<file path="src/hw/rtl/tssd_pkg.sv">
package tssd_pkg;

	// Door geometry.
	localparam int unsigned CLOSED_ANGLE   = 90;
	localparam int unsigned FULL_SWING_DEG = 90;
	localparam int unsigned MAX_ANGLE      = 180;
	localparam int unsigned MAX_FRACTION   = 1000;
	localparam int unsigned CLOSED_LIMIT   = 20;
	localparam int unsigned FULL_LIMIT     = 980;

	// Field widths.
	localparam int unsigned CMD_W   = 3;
	localparam int unsigned FRAC_IN_W = 12;
	localparam int unsigned ANGLE_W = 8;
	localparam int unsigned FRAC_W  = 10;
	localparam int unsigned MS_W    = 16;
	localparam int unsigned PHASE_W = 3;
	localparam int unsigned CFG_IDX_W  = 3;
	localparam int unsigned CFG_DATA_W = 16;

	// The swing is round(frac * FULL_SWING_DEG / 1000), taken as
	// floor((frac * FULL_SWING_DEG + 500) * RECIP >> RECIP_SHIFT).
	localparam int unsigned SWING_NUM_W = 18;
	localparam int unsigned RECIP_SHIFT = 30;
	localparam int unsigned RECIP       = ((1 << RECIP_SHIFT) + 999) / 1000;
	localparam int unsigned RECIP_W     = 21;
	localparam int unsigned PROD_W      = SWING_NUM_W + RECIP_W;
	localparam int unsigned ROUND_HALF  = 500;

	// Queue between front and back.
	localparam int unsigned QUEUE_DEPTH = 2;
	localparam int unsigned QPTR_W      = (QUEUE_DEPTH > 1) ? $clog2(QUEUE_DEPTH) : 1;
	localparam int unsigned QCNT_W      = $clog2(QUEUE_DEPTH + 1);

	// Command codes on the input.
	localparam logic [CMD_W-1:0] CMD_TICK          = 3'd0;
	localparam logic [CMD_W-1:0] CMD_START_COLLECT = 3'd1;
	localparam logic [CMD_W-1:0] CMD_START_RELEASE = 3'd2;
	localparam logic [CMD_W-1:0] CMD_CLOSE         = 3'd3;
	localparam logic [CMD_W-1:0] CMD_MAN_COLLECT   = 3'd4;
	localparam logic [CMD_W-1:0] CMD_MAN_FULL      = 3'd5;
	localparam logic [CMD_W-1:0] CMD_SET_OPEN      = 3'd6;

	// Configuration register indexes.
	localparam logic [CFG_IDX_W-1:0] CFG_LEFT_COLLECT  = 3'd0;
	localparam logic [CFG_IDX_W-1:0] CFG_RIGHT_COLLECT = 3'd1;
	localparam logic [CFG_IDX_W-1:0] CFG_LEFT_FULL     = 3'd2;
	localparam logic [CFG_IDX_W-1:0] CFG_RIGHT_FULL    = 3'd3;
	localparam logic [CFG_IDX_W-1:0] CFG_COLLECT_FRAC  = 3'd4;
	localparam logic [CFG_IDX_W-1:0] CFG_SETTLE_MS     = 3'd5;
	localparam logic [CFG_IDX_W-1:0] CFG_HOLD_MS       = 3'd6;

	// Phase codes as reported on the output.
	localparam logic [PHASE_W-1:0] PHASE_IDLE    = 3'd0;
	localparam logic [PHASE_W-1:0] PHASE_C_OPEN  = 3'd1;
	localparam logic [PHASE_W-1:0] PHASE_C_HOLD  = 3'd2;
	localparam logic [PHASE_W-1:0] PHASE_C_CLOSE = 3'd3;
	localparam logic [PHASE_W-1:0] PHASE_R_OPEN  = 3'd4;
	localparam logic [PHASE_W-1:0] PHASE_R_HOLD  = 3'd5;

	// Operation classes handed from front to back.
	typedef enum logic [2:0] {
		OP_TICK,
		OP_START_COLLECT,
		OP_START_RELEASE,
		OP_CLOSE,
		OP_MAN_COLLECT,
		OP_MAN_FULL,
		OP_SET_OPEN,
		OP_NOP
	} op_t;

	// One queued item.
	typedef struct packed {
		op_t                    op;
		logic [FRAC_W-1:0]      frac;
		logic [SWING_NUM_W-1:0] swing_num;
	} entry_t;

	// Configuration write.
	typedef struct packed {
		logic                  we;
		logic [CFG_IDX_W-1:0]  index;
		logic [CFG_DATA_W-1:0] data;
	} cfg_wr_t;

	// Queue status seen by the front.
	typedef struct packed {
		logic full;
		logic empty;
	} queue_status_t;

endpackage

</file>
<file path="src/hw/rtl/twin_servo_door_sequencer.sv">
// Channel   | Direction | Handshake             | Payload
// input     | in        | in_valid / in_ready   | cmd, open_fraction, fraction_invalid
// result    | out       | out_valid / out_ready | left_angle, right_angle, phase, open_now,
//           |           |                       | door_closed, door_full, idle_flag, accepted
// config    | in        | cfg_we                | cfg_index, cfg_wdata
//
// One item per cycle is sustained while out_ready holds; an input passes through the queue slot
// and then the sequencer state register before its result is offered.
// The sequencer state doubles as the result register, so the back end takes the next
// queued item in the same cycle the previous result is transferred.
// When the output stalls, up to two items collect in the queue before in_ready drops.
// Reset is asynchronous and restores the closed pose, idle phase and register defaults.
module twin_servo_door_sequencer (
	input  logic                                   clk,
	input  logic                                   arst_n,
	input  logic                                   in_valid,
	output logic                                   in_ready,
	input  logic [tssd_pkg::CMD_W-1:0]             cmd,
	input  logic signed [tssd_pkg::FRAC_IN_W-1:0]  open_fraction,
	input  logic                                   fraction_invalid,
	output logic                                   out_valid,
	input  logic                                   out_ready,
	output logic [tssd_pkg::ANGLE_W-1:0]           left_angle,
	output logic [tssd_pkg::ANGLE_W-1:0]           right_angle,
	output logic [tssd_pkg::PHASE_W-1:0]           phase,
	output logic [tssd_pkg::FRAC_W-1:0]            open_now,
	output logic                                   door_closed,
	output logic                                   door_full,
	output logic                                   idle_flag,
	output logic                                   accepted,
	input  logic                                   cfg_we,
	input  logic [tssd_pkg::CFG_IDX_W-1:0]         cfg_index,
	input  logic [tssd_pkg::CFG_DATA_W-1:0]        cfg_wdata
);

	tssd_pkg::queue_status_t qstat;
	tssd_pkg::entry_t        push_entry;
	tssd_pkg::entry_t        head_entry;
	tssd_pkg::cfg_wr_t       cfg;
	logic                    push;
	logic                    pop;

	assign cfg.we    = cfg_we;
	assign cfg.index = cfg_index;
	assign cfg.data  = cfg_wdata;

	// Front end: transfer and classify.
	tssd_front u_front (
		.in_valid         (in_valid),
		.in_ready         (in_ready),
		.cmd              (cmd),
		.open_fraction    (open_fraction),
		.fraction_invalid (fraction_invalid),
		.qstat            (qstat),
		.push             (push),
		.push_entry       (push_entry)
	);

	// Decoupling queue.
	tssd_queue u_queue (
		.clk        (clk),
		.arst_n     (arst_n),
		.push       (push),
		.push_entry (push_entry),
		.pop        (pop),
		.head_entry (head_entry),
		.qstat      (qstat)
	);

	// Back end: sequencer and result.
	tssd_back u_back (
		.clk         (clk),
		.arst_n      (arst_n),
		.cfg         (cfg),
		.qstat       (qstat),
		.head_entry  (head_entry),
		.pop         (pop),
		.out_valid   (out_valid),
		.out_ready   (out_ready),
		.left_angle  (left_angle),
		.right_angle (right_angle),
		.phase       (phase),
		.open_now    (open_now),
		.door_closed (door_closed),
		.door_full   (door_full),
		.idle_flag   (idle_flag),
		.accepted    (accepted)
	);

endmodule

</file>
<file path="src/hw/rtl/tssd_front.sv">
module tssd_front (
	input  logic                                  in_valid,
	output logic                                  in_ready,
	input  logic [tssd_pkg::CMD_W-1:0]            cmd,
	input  logic signed [tssd_pkg::FRAC_IN_W-1:0] open_fraction,
	input  logic                                  fraction_invalid,
	input  tssd_pkg::queue_status_t               qstat,
	output logic                                  push,
	output tssd_pkg::entry_t                      push_entry
);

	logic [tssd_pkg::FRAC_W-1:0] frac_clamped;

	// Take a new item whenever the queue has room.
	assign in_ready = !qstat.full;
	assign push     = in_valid && !qstat.full;

	// Clamp the requested fraction to the legal permille range.
	always_comb begin
		if (open_fraction < 0) begin
			frac_clamped = '0;
		end else if (open_fraction > $signed(tssd_pkg::FRAC_IN_W'(tssd_pkg::MAX_FRACTION))) begin
			frac_clamped = tssd_pkg::FRAC_W'(tssd_pkg::MAX_FRACTION);
		end else begin
			frac_clamped = open_fraction[tssd_pkg::FRAC_W-1:0];
		end
	end

	// Classify the command and prepare the rounded swing numerator.
	always_comb begin
		push_entry.frac      = frac_clamped;
		push_entry.swing_num = tssd_pkg::SWING_NUM_W'(frac_clamped)
			* tssd_pkg::SWING_NUM_W'(tssd_pkg::FULL_SWING_DEG)
			+ tssd_pkg::SWING_NUM_W'(tssd_pkg::ROUND_HALF);
		case (cmd)
			tssd_pkg::CMD_TICK:          push_entry.op = tssd_pkg::OP_TICK;
			tssd_pkg::CMD_START_COLLECT: push_entry.op = tssd_pkg::OP_START_COLLECT;
			tssd_pkg::CMD_START_RELEASE: push_entry.op = tssd_pkg::OP_START_RELEASE;
			tssd_pkg::CMD_CLOSE:         push_entry.op = tssd_pkg::OP_CLOSE;
			tssd_pkg::CMD_MAN_COLLECT:   push_entry.op = tssd_pkg::OP_MAN_COLLECT;
			tssd_pkg::CMD_MAN_FULL:      push_entry.op = tssd_pkg::OP_MAN_FULL;
			tssd_pkg::CMD_SET_OPEN: begin
				push_entry.op = fraction_invalid ? tssd_pkg::OP_NOP : tssd_pkg::OP_SET_OPEN;
			end
			default:                     push_entry.op = tssd_pkg::OP_NOP;
		endcase
	end

endmodule

</file>
<file path="src/hw/rtl/tssd_queue.sv">
module tssd_queue (
	input  logic                    clk,
	input  logic                    arst_n,
	input  logic                    push,
	input  tssd_pkg::entry_t        push_entry,
	input  logic                    pop,
	output tssd_pkg::entry_t        head_entry,
	output tssd_pkg::queue_status_t qstat
);

	tssd_pkg::entry_t                 mem_q [tssd_pkg::QUEUE_DEPTH];
	logic [tssd_pkg::QPTR_W-1:0]      wr_ptr_q;
	logic [tssd_pkg::QPTR_W-1:0]      rd_ptr_q;
	logic [tssd_pkg::QCNT_W-1:0]      count_q;

	assign qstat.full  = (count_q == tssd_pkg::QCNT_W'(tssd_pkg::QUEUE_DEPTH));
	assign qstat.empty = (count_q == '0);
	assign head_entry  = mem_q[rd_ptr_q];

	// Entry storage.
	always_ff @(posedge clk) begin
		if (push) begin
			mem_q[wr_ptr_q] <= push_entry;
		end
	end

	// Pointers and fill count.
	always_ff @(posedge clk or negedge arst_n) begin
		if (!arst_n) begin
			wr_ptr_q <= '0;
			rd_ptr_q <= '0;
			count_q  <= '0;
		end else begin
			if (push) begin
				wr_ptr_q <= (wr_ptr_q == tssd_pkg::QPTR_W'(tssd_pkg::QUEUE_DEPTH - 1))
					? '0 : wr_ptr_q + 1'b1;
			end
			if (pop) begin
				rd_ptr_q <= (rd_ptr_q == tssd_pkg::QPTR_W'(tssd_pkg::QUEUE_DEPTH - 1))
					? '0 : rd_ptr_q + 1'b1;
			end
			if (push && !pop) begin
				count_q <= count_q + 1'b1;
			end else if (pop && !push) begin
				count_q <= count_q - 1'b1;
			end
		end
	end

endmodule

</file>
<file path="src/hw/rtl/tssd_back.sv">
module tssd_back (
	input  logic                                clk,
	input  logic                                arst_n,
	input  tssd_pkg::cfg_wr_t                   cfg,
	input  tssd_pkg::queue_status_t             qstat,
	input  tssd_pkg::entry_t                    head_entry,
	output logic                                pop,
	output logic                                out_valid,
	input  logic                                out_ready,
	output logic [tssd_pkg::ANGLE_W-1:0]        left_angle,
	output logic [tssd_pkg::ANGLE_W-1:0]        right_angle,
	output logic [tssd_pkg::PHASE_W-1:0]        phase,
	output logic [tssd_pkg::FRAC_W-1:0]         open_now,
	output logic                                door_closed,
	output logic                                door_full,
	output logic                                idle_flag,
	output logic                                accepted
);

	typedef enum logic [5:0] {
		PH_IDLE    = 6'b000001,
		PH_C_OPEN  = 6'b000010,
		PH_C_HOLD  = 6'b000100,
		PH_C_CLOSE = 6'b001000,
		PH_R_OPEN  = 6'b010000,
		PH_R_HOLD  = 6'b100000
	} phase_t;

	localparam logic [tssd_pkg::ANGLE_W-1:0] MAX_ANG = tssd_pkg::ANGLE_W'(tssd_pkg::MAX_ANGLE);
	localparam logic [tssd_pkg::FRAC_W-1:0]  MAX_FR  = tssd_pkg::FRAC_W'(tssd_pkg::MAX_FRACTION);
	localparam logic [tssd_pkg::ANGLE_W-1:0] CL_ANG  = tssd_pkg::ANGLE_W'(tssd_pkg::CLOSED_ANGLE);

	// Configuration registers.
	logic [tssd_pkg::ANGLE_W-1:0] left_collect_q, right_collect_q;
	logic [tssd_pkg::ANGLE_W-1:0] left_full_q, right_full_q;
	logic [tssd_pkg::FRAC_W-1:0]  collect_frac_q;
	logic [tssd_pkg::MS_W-1:0]    settle_ms_q, hold_ms_q;

	// Sequencer state; it also serves as the result register.
	phase_t                       phase_q, phase_d;
	logic [tssd_pkg::MS_W-1:0]    elapsed_q, elapsed_d;
	logic [tssd_pkg::ANGLE_W-1:0] left_q, left_d, right_q, right_d;
	logic [tssd_pkg::FRAC_W-1:0]  level_q, level_d;
	logic                         accepted_q, accepted_d;
	logic                         out_valid_q;

	logic [tssd_pkg::MS_W-1:0]    elapsed_inc;
	logic [tssd_pkg::PROD_W-1:0]  swing_prod;
	logic [tssd_pkg::ANGLE_W-1:0] swing;
	logic [tssd_pkg::ANGLE_W:0]   right_open_sum;
	logic [tssd_pkg::ANGLE_W-1:0] set_left, set_right;
	logic [tssd_pkg::ANGLE_W-1:0] coll_left, coll_right, full_left, full_right;
	logic [tssd_pkg::FRAC_W-1:0]  coll_frac;

	// Take the next item when the result slot is free or being emptied.
	assign pop       = !qstat.empty && (!out_valid_q || out_ready);
	assign out_valid = out_valid_q;

	// Configuration writes.
	always_ff @(posedge clk or negedge arst_n) begin
		if (!arst_n) begin
			left_collect_q  <= 8'd37;
			right_collect_q <= 8'd142;
			left_full_q     <= 8'd0;
			right_full_q    <= 8'd180;
			collect_frac_q  <= 10'd588;
			settle_ms_q     <= 16'd300;
			hold_ms_q       <= 16'd1200;
		end else if (cfg.we) begin
			case (cfg.index)
				tssd_pkg::CFG_LEFT_COLLECT:  left_collect_q  <= cfg.data[tssd_pkg::ANGLE_W-1:0];
				tssd_pkg::CFG_RIGHT_COLLECT: right_collect_q <= cfg.data[tssd_pkg::ANGLE_W-1:0];
				tssd_pkg::CFG_LEFT_FULL:     left_full_q     <= cfg.data[tssd_pkg::ANGLE_W-1:0];
				tssd_pkg::CFG_RIGHT_FULL:    right_full_q    <= cfg.data[tssd_pkg::ANGLE_W-1:0];
				tssd_pkg::CFG_COLLECT_FRAC:  collect_frac_q  <= cfg.data[tssd_pkg::FRAC_W-1:0];
				tssd_pkg::CFG_SETTLE_MS:     settle_ms_q     <= cfg.data[tssd_pkg::MS_W-1:0];
				tssd_pkg::CFG_HOLD_MS:       hold_ms_q       <= cfg.data[tssd_pkg::MS_W-1:0];
				default: ;
			endcase
		end
	end

	// Poses with out-of-range register values clamped.
	assign coll_left  = (left_collect_q  > MAX_ANG) ? MAX_ANG : left_collect_q;
	assign coll_right = (right_collect_q > MAX_ANG) ? MAX_ANG : right_collect_q;
	assign full_left  = (left_full_q     > MAX_ANG) ? MAX_ANG : left_full_q;
	assign full_right = (right_full_q    > MAX_ANG) ? MAX_ANG : right_full_q;
	assign coll_frac  = (collect_frac_q  > MAX_FR)  ? MAX_FR  : collect_frac_q;

	// Rounded swing by reciprocal multiplication, then the set-open angles.
	assign swing_prod = tssd_pkg::PROD_W'(head_entry.swing_num)
		* tssd_pkg::PROD_W'(tssd_pkg::RECIP);
	assign swing          = swing_prod[tssd_pkg::RECIP_SHIFT +: tssd_pkg::ANGLE_W];
	assign set_left       = (CL_ANG >= swing) ? CL_ANG - swing : '0;
	assign right_open_sum = {1'b0, CL_ANG} + {1'b0, swing};
	assign set_right      = (right_open_sum > {1'b0, MAX_ANG}) ? MAX_ANG
		: right_open_sum[tssd_pkg::ANGLE_W-1:0];

	// Saturating millisecond count.
	assign elapsed_inc = (elapsed_q == '1) ? elapsed_q : elapsed_q + 1'b1;

	// Next state for the item at the queue head.
	always_comb begin
		phase_d    = phase_q;
		elapsed_d  = elapsed_q;
		left_d     = left_q;
		right_d    = right_q;
		level_d    = level_q;
		accepted_d = 1'b1;
		case (head_entry.op)
			tssd_pkg::OP_TICK: begin
				elapsed_d = elapsed_inc;
				case (phase_q)
					PH_C_OPEN: begin
						if (elapsed_inc >= settle_ms_q) begin
							phase_d   = PH_C_HOLD;
							elapsed_d = '0;
						end
					end
					PH_C_HOLD: begin
						if (elapsed_inc >= hold_ms_q) begin
							phase_d   = PH_C_CLOSE;
							elapsed_d = '0;
							left_d    = CL_ANG;
							right_d   = CL_ANG;
							level_d   = '0;
						end
					end
					PH_C_CLOSE: begin
						if (elapsed_inc >= settle_ms_q) begin
							phase_d = PH_IDLE;
						end
					end
					PH_R_OPEN: begin
						if (elapsed_inc >= settle_ms_q) begin
							phase_d   = PH_R_HOLD;
							elapsed_d = '0;
						end
					end
					PH_R_HOLD: phase_d = PH_IDLE;
					default: ;
				endcase
			end
			tssd_pkg::OP_START_COLLECT: begin
				if (phase_q != PH_IDLE) begin
					accepted_d = 1'b0;
				end else begin
					left_d    = coll_left;
					right_d   = coll_right;
					level_d   = coll_frac;
					phase_d   = PH_C_OPEN;
					elapsed_d = '0;
				end
			end
			tssd_pkg::OP_START_RELEASE: begin
				if (phase_q != PH_IDLE) begin
					accepted_d = 1'b0;
				end else begin
					left_d    = full_left;
					right_d   = full_right;
					level_d   = MAX_FR;
					phase_d   = PH_R_OPEN;
					elapsed_d = '0;
				end
			end
			tssd_pkg::OP_CLOSE: begin
				left_d  = CL_ANG;
				right_d = CL_ANG;
				level_d = '0;
				phase_d = PH_IDLE;
			end
			tssd_pkg::OP_MAN_COLLECT: begin
				left_d  = coll_left;
				right_d = coll_right;
				level_d = coll_frac;
				phase_d = PH_IDLE;
			end
			tssd_pkg::OP_MAN_FULL: begin
				left_d  = full_left;
				right_d = full_right;
				level_d = MAX_FR;
				phase_d = PH_IDLE;
			end
			tssd_pkg::OP_SET_OPEN: begin
				left_d  = set_left;
				right_d = set_right;
				level_d = head_entry.frac;
				phase_d = PH_IDLE;
			end
			default: ;
		endcase
	end

	// State update and result valid.
	always_ff @(posedge clk or negedge arst_n) begin
		if (!arst_n) begin
			phase_q     <= PH_IDLE;
			elapsed_q   <= '0;
			left_q      <= CL_ANG;
			right_q     <= CL_ANG;
			level_q     <= '0;
			accepted_q  <= 1'b1;
			out_valid_q <= 1'b0;
		end else begin
			if (pop) begin
				phase_q    <= phase_d;
				elapsed_q  <= elapsed_d;
				left_q     <= left_d;
				right_q    <= right_d;
				level_q    <= level_d;
				accepted_q <= accepted_d;
			end
			if (pop) begin
				out_valid_q <= 1'b1;
			end else if (out_ready) begin
				out_valid_q <= 1'b0;
			end
		end
	end

	// Result fields from the held state.
	always_comb begin
		case (phase_q)
			PH_IDLE:    phase = tssd_pkg::PHASE_IDLE;
			PH_C_OPEN:  phase = tssd_pkg::PHASE_C_OPEN;
			PH_C_HOLD:  phase = tssd_pkg::PHASE_C_HOLD;
			PH_C_CLOSE: phase = tssd_pkg::PHASE_C_CLOSE;
			PH_R_OPEN:  phase = tssd_pkg::PHASE_R_OPEN;
			PH_R_HOLD:  phase = tssd_pkg::PHASE_R_HOLD;
			default:    phase = tssd_pkg::PHASE_IDLE;
		endcase
	end

	assign left_angle  = left_q;
	assign right_angle = right_q;
	assign open_now    = level_q;
	assign door_closed = (level_q <= tssd_pkg::FRAC_W'(tssd_pkg::CLOSED_LIMIT));
	assign door_full   = (level_q >= tssd_pkg::FRAC_W'(tssd_pkg::FULL_LIMIT));
	assign idle_flag   = (phase_q == PH_IDLE);
	assign accepted    = accepted_q;

endmodule

</file>
<file path="config.mk">
export PLATFORM = sky130hd
export DESIGN_NAME = twin_servo_door_sequencer
export DESIGN_NICKNAME = d
export VERILOG_FILES = /design/src/hw/rtl/tssd_pkg.sv /design/src/hw/rtl/twin_servo_door_sequencer.sv /design/src/hw/rtl/tssd_front.sv /design/src/hw/rtl/tssd_queue.sv /design/src/hw/rtl/tssd_back.sv
export SDC_FILE = /design/constraint.sdc
export NUM_CORES = 1
export LEC_CHECK = 0
export BUFFER_PORTS_ARGS = -buffer_cell sky130_fd_sc_hd__buf_2
export CAP_MARGIN = 20
export CORE_ASPECT_RATIO = 0.75
export CORE_MARGIN = 3
export CORE_UTILIZATION = 50
export CTS_BUF_LIST = sky130_fd_sc_hd__clkbuf_4 sky130_fd_sc_hd__clkbuf_8
export DETAILED_ROUTE_END_ITERATION = 16
export HOLD_SLACK_MARGIN = 0.12
export PLACE_DENSITY = 0.73
export SLEW_MARGIN = 10
export SYNTH_ARGS = -nofsm -noshare
export SYNTH_HDL_FRONTEND = slang
export SYNTH_HIERARCHICAL = 1
export SYNTH_SLANG_ARGS = --single-unit
</file>
<file path="constraint.sdc">
create_clock -name clk -period 8.9 [get_ports clk]
set_input_delay 0.445 -clock clk [delete_from_list [all_inputs] [get_ports clk]]
set_output_delay 0.445 -clock clk [all_outputs]
set_load 0.005 [all_outputs]
</file>
[Yosys cells after proc, flatten, opt, wreduce, memory -nomap -nowiden]
Memories as Yosys holds them, arrays and structs flattened.
Index checks and enable logic that the tools add are counted.
Word-level totals
  output and inout port bits: 35
  memories kept: 1
  bits in writable memories: 62
  register bits: 128
  word-level logic and storage cells: 159
  input port bits: 40
Cells by class
  reduce and logical (&&, ||, !) cells: 32
  magnitude comparators: 13
  equal/unequal tests: 37
  multipliers: 2
  add/sub/neg operators: 8
  muxes and demuxes: 49
Memory list
  u_queue.mem_q: words 2, width 31, read ports 1, clocked after memory_dff 0, wr ports 1, line tssd_queue.sv:11  | tssd_pkg::entry_t mem_q [tssd_pkg::QUEUE_DEPTH];
Operators by type and width (number)
  $pmux W8 S7: 2
  $mux W8: 12
  $mux W10: 7
  $pmux W10 S7: 1
  $mux W16: 4
  $pmux W16 S2: 2
  $mul A18 B20 Y37 const B: 1
  $mux W6: 6
  $ge A16 B16 Y1: 2
  $gt A8 B8 Y1 const B: 4
  $pmux W6 S5: 1
  $eq A3 B3 Y1 const B: 9
  $pmux W6 S4: 1
  $pmux W3 S7: 1
  $add A17 B9 Y18 const B: 1
  $eq A3 B2 Y1 const B: 6
  $add A16 B1 Y16 const B: 1
  $eq A16 B16 Y1 const B: 1
  $mul A10 B6 Y16 const B: 1
  $pmux W3 S5: 1
  $reduce_and A2 Y1: 7
  $gt A12 B11 Y1 const B: 1
  $lt A12 B1 Y1 const B: 1
  $ne A3 B2 Y1 const B: 4
  36 further kinds: 64

[Depth between registers and ports, before layout]
  depth in word-level cells: 7
  depth in mapped cells: 31

[Cells and area by module]
Netlist, hierarchy kept.
By module, submodules not included
  tssd_back: cells each 1313, area each 12433.2 µm², seq. area each 3144.3 µm², instances 1
  tssd_queue: cells each 113, area each 2577.5 µm², seq. area each 1961.9 µm², instances 1
  tssd_front: cells each 229, area each 1714.1 µm², seq. area each 0.0 µm², instances 1

[Worst setup path after synthesis]
Ideal clock, no wire load.
  path kind: register -> register
  start point: reg u_queue.rd_ptr_q
  end point: reg u_back.right_q, in the netlist u_back/right_angle[5]
  arrival time: 7357 ps
  library setup time: 124 ps
  stages on the path, launching flop included: 27
  path slack: 1420 ps
  data required time: 8776 ps
  path buffers: 3
  path through: dfrtp_1 > buf_6 > buf_12 > mux2_4 > fa_1 > inv_1 > fa_1 > inv_1 > fa_1 > fa_1 > fa_1 > inv_1 > fa_1 > inv_1 > ha_1 > nand2_1 > or4_4 > nor3_2 > o21ai_1 > a21oi_1 > nor2b_1 > clkbuf_1 > ha_1 > or3_4 > o32a_1 > o41a_1 > o31a_1
RTL lines
  start: declaration: line tssd_queue.sv:13  | logic [tssd_pkg::QPTR_W-1:0] rd_ptr_q;
  start signal: assignment: line tssd_queue.sv:39  | rd_ptr_q <= (rd_ptr_q == tssd_pkg::QPTR_W'(tssd_pkg::QUEUE_DEPTH - 1))
  end signal: assignment: line tssd_back.sv:209  | right_q <= right_d;
  end: declaration: line tssd_back.sv:42  | logic [tssd_pkg::ANGLE_W-1:0] left_q, left_d, right_q, right_d;

==> flow_metrics.tcl <==
set metrics [dict create \
    status "complete, no violations" \
    initial_utilization_pct 51.2 \
    post_cts_resized 0 \
    wl_per_cell_um 18.2 \
    globalRouteMet2Util_pct 33.6 \
    ys_dominant_reg_cell "dfrtp_1" \
    rr_startpoint "u_queue/rd_ptr_q$_DFFE_PN0P_" \
    std_cell_rows 57 \
    slew_violations 0 \
    final_period_minus_worst_setup_slack_ns 7.90 \
    ant_nets 0 \
    design.die.area_mm2 0.0357 \
    routed-via-count 12200 \
    post_route_cells_drive_above_1_share_pct 17.7 \
    grt_antenna_before_repair 0 \
    startpoint_of_the_worst_hold_path "cmd[2]" \
    rsz0062_at_grt "no" \
    timing.slew.headroom_pct 31.4 \
    report.final.setup_viol 0 \
    synth-async-reset-ratio_pct 67.4 \
    grt_util_all_layers_pct 22.6 \
    regToRegEndpoint "u_back/right_angle[4]$_DFFE_PN1P_" \
    post_synth.cell_area_avg_um2 10.1 \
    worst_clock_skew_ns 0.0177 \
    post_drt_via_cell_ratio 5.63 \
    ctsLongestPathBuffers 2 \
    dp.final_hpwl_mm 31.8 \
    ctsHtreeMaxLevel 4 \
    clock_tree_root "clkbuf_8" \
    clkSlewWorstSetupHoldPaths_ns 0.10 \
    number_of_drc_markers_in_iteration_0 1012 \
    cts_buffers 17 \
    achievable_frequency_mhz 127 \
    report.final.hold_viol_count 0 \
    grt_pass1_wl_mm 64.3 \
    port-buffer-count 74 \
    worstSetupStartpointType "flip-flop" \
    clock_tree_from_tritoncts "built" \
    final_weighted_congestion_in_routability_driven_placement 0.960 \
    critPathCaptureType "flip-flop" \
    chipWidth_um 217 \
    boundaryPins 75 \
    fp.dieH_um 164 \
    netlist_instances 1655 \
    timing.reg2reg.worst_path_depth 25 \
    finalWirelength_mm 39.6 \
    synth_fp_nets 1999 \
    insertedDiodeCount 0 \
    drc 0 \
    hold_class "in -> reg" \
    grtUsageMet3_pct 3.40 \
    area_delta_synth_final_pct 7.14 \
    synth_edf_count 62 \
    layout.nets 2061 \
    hold-path-endpoint "u_queue/mem_q[1][30]$_DFFE_PP_" \
    core_region_area_mm2 0.0327 \
    reg2reg_setup_slack_ns 1.00 \
    holdPathStages 1 \
    fin_crit_sh_pct 88.7 \
    mappedNetlistArea_mm2 0.0167 \
    yosysUniqueCellTypes 100 \
    first_global_vias 12100 \
    critPathArrivalTime_ns 8.34 \
    grt_start_max_net_pins 63 \
    worst_skew_pair.late_latency_ns 0.50 \
    crit_required_ns 9.34 \
    global_route.usage.met1_pct 35.2 \
    seq_area_frac_synth_pct 30.5 \
    ys_seq_elements 190 \
    dr.pass1.iters 6 \
    timing.setup.tns_ns 0 \
    grt_ovf 0 \
    yosysWarnings 6 \
    cap_violations 0 \
    busiest_layer "met1" \
    worstPathMaxFanout 8 \
    worst-slew-pin-transition_ns 1.02 \
    fin_worst_hold_slack_ns 0.181 \
    clock_sinks 190 \
    worstSetupPathType "reg -> reg" \
]
cell usage after synthesis, types with 10 or more instances:
cell type,number,area [um^2]
inv_1,275,1030
ha_1,218,2730
nor2_1,102,383
dfrtp_1,95,2380
fa_1,86,1720
mux2_2,80,901
nand2_1,78,293
a21oi_1,75,375
o21ai_0,67,335
edfxtp_1,62,1860
clkbuf_1,33,124
dfstp_2,33,867
xnor2_1,33,289
a21o_1,29,218
mux2_4,29,435
xor2_1,27,236
nor3_1,25,125
nand2b_1,21,131
nand3_1,20,100
nand4_1,16,100
and3_1,13,81.3
nor2b_1,13,81.3
and2_1,12,75.1
a211oi_1,11,82.6
a31oi_1,10,62.6
cells by family (layout without fill, tap and decap cells):
family | after synthesis | after routing | synth area share, %
simple gates | 360 | 360 | 11.1
buf+inv | 318 | 393 | 7.55
fa+ha+maj | 305 | 305 | 26.7
compound gates | 303 | 303 | 12.4
flops | 190 | 190 | 30.5
mux | 115 | 115 | 8.35
xor+xnor | 63 | 63 | 3.43
other cells | 1 | 1 | 0.0224
per-stage QoR:
stage | instances | worst slack [ns] | instance area [um^2] | util, %
floorplan | 1655 | 1.42 | 16700 | -
global placement | 2137 | 1.18 | 17500 | 53.6
detailed placement | 2138 | 1.10 | 17500 | 53.6
CTS | 2171 | 1.06 | 17900 | 54.8
global route | 2172 | 0.523 | 17900 | 54.9
finish | 2172 | 1.00 | 17900 | 54.9
what timing repair did:
item                                   in CTS  in global routing
buffers inserted                            0                  0
endpoints found under the hold margin      22                  0
hold buffers                                1                  0
critical path: stages, from the launching register on:
cell and delay (ns):
dfrtp_2 0.52, mux2_4 0.39, fa_1 0.54, inv_1 0.05
fa_1 0.48, inv_1 0.06, fa_1 0.49, fa_1 0.52
fa_1 0.54, inv_1 0.06, fa_1 0.53, inv_1 0.04
ha_1 0.31, nand2_1 0.08, or4_4 0.49, nor3_2 0.20
o21ai_1 0.15, nand3_1 0.15, nor2b_1 0.41, ha_1 0.37
inv_1 0.10, nor4b_1 0.40, o221ai_1 0.17, o22ai_1 0.31
o41a_1 0.29, o221a_1 0.21
worst max-delay path by stage:
stage | startpoint | to
6_report | u_queue/rd_ptr_q$_DFFE_PN0P_ | u_back/right_angle[4]$_DFFE_PN1P_
5_1_grt | u_queue/rd_ptr_q$_DFFE_PN0P_ | u_back/right_angle[4]$_DFFE_PN1P_
4_1_cts | u_queue/rd_ptr_q$_DFFE_PN0P_ | u_back/right_angle[4]$_DFFE_PN1P_
3_5_place_dp | u_queue/rd_ptr_q$_DFFE_PN0P_ | u_back/right_angle[4]$_DFFE_PN1P_
3_3_place_gp | u_queue/rd_ptr_q$_DFFE_PN0P_ | u_back/right_angle[4]$_DFFE_PN1P_
2_1_floorplan | u_queue/rd_ptr_q$_DFFE_PN0P_ | u_back/right_angle[5]$_DFFE_PN0P_
cell usage in the layout (no fill, tap or decap), types with 12 or more instances in the layout:
cell type,netlist,final
a21o_1,29,29
a21oi_1,75,75
and2_1,12,12
and3_1,13,13
buf_2,1,74
clkbuf_8,0,17
dfrtp_1,95,94
dfstp_2,33,33
edfxtp_1,62,62
fa_1,86,86
ha_1,218,218
inv_1,275,275
mux2_2,80,80
mux2_4,29,29
nand2_1,78,78
nand2b_1,21,21
nand3_1,20,20
nand4_1,16,16
nor2_1,102,102
nor2b_1,13,12
nor3_1,25,25
o21ai_0,67,67
xnor2_1,33,33
xor2_1,27,27
area by class of cell:
class                           count  area, um^2
Clock buffer                       17         234
Timing Repair Buffer               86         460
Sequential cell                   190        5110
Tap cell                          442         553
Clock inverter                     15         173
Fill cell                        2866       14700
Multi-Input combinational cell   1147       10400
Inverter                          275        1030
routing by layer:
metal / routed length, um / part of all wire, % / up-vias
li1: - / - / 5858
met5: 0 / 0 / -
met3: 2290 / 5.8 / 26
met4: 315 / 0.80 / 0
met1: 20100 / 51 / 5975
met2: 16900 / 43 / 377
flip-flops by register name, summed over array words and instances (netlist names):
register / flops
u_back/accepted: 1
u_back/hold_ms_q: 16
u_queue/wr_ptr_q: 1
u_queue/rd_ptr_q: 1
u_back/collect_frac_q: 10
u_back/right_collect_q: 8
u_back/left_collect_q: 8
u_back/phase_q: 6
u_back/left_angle: 8
u_queue/mem_q: 62
u_back/settle_ms_q: 16
u_back/right_angle: 8
u_back/elapsed_q: 16
u_back/out_valid: 1
u_back/left_full_q: 8
u_back/right_full_q: 8
u_back/open_now: 10
u_queue/count_q: 2
Power is not shown: default switching activity piles up to over one toggle a cycle in this logic, so the estimate is an artifact.
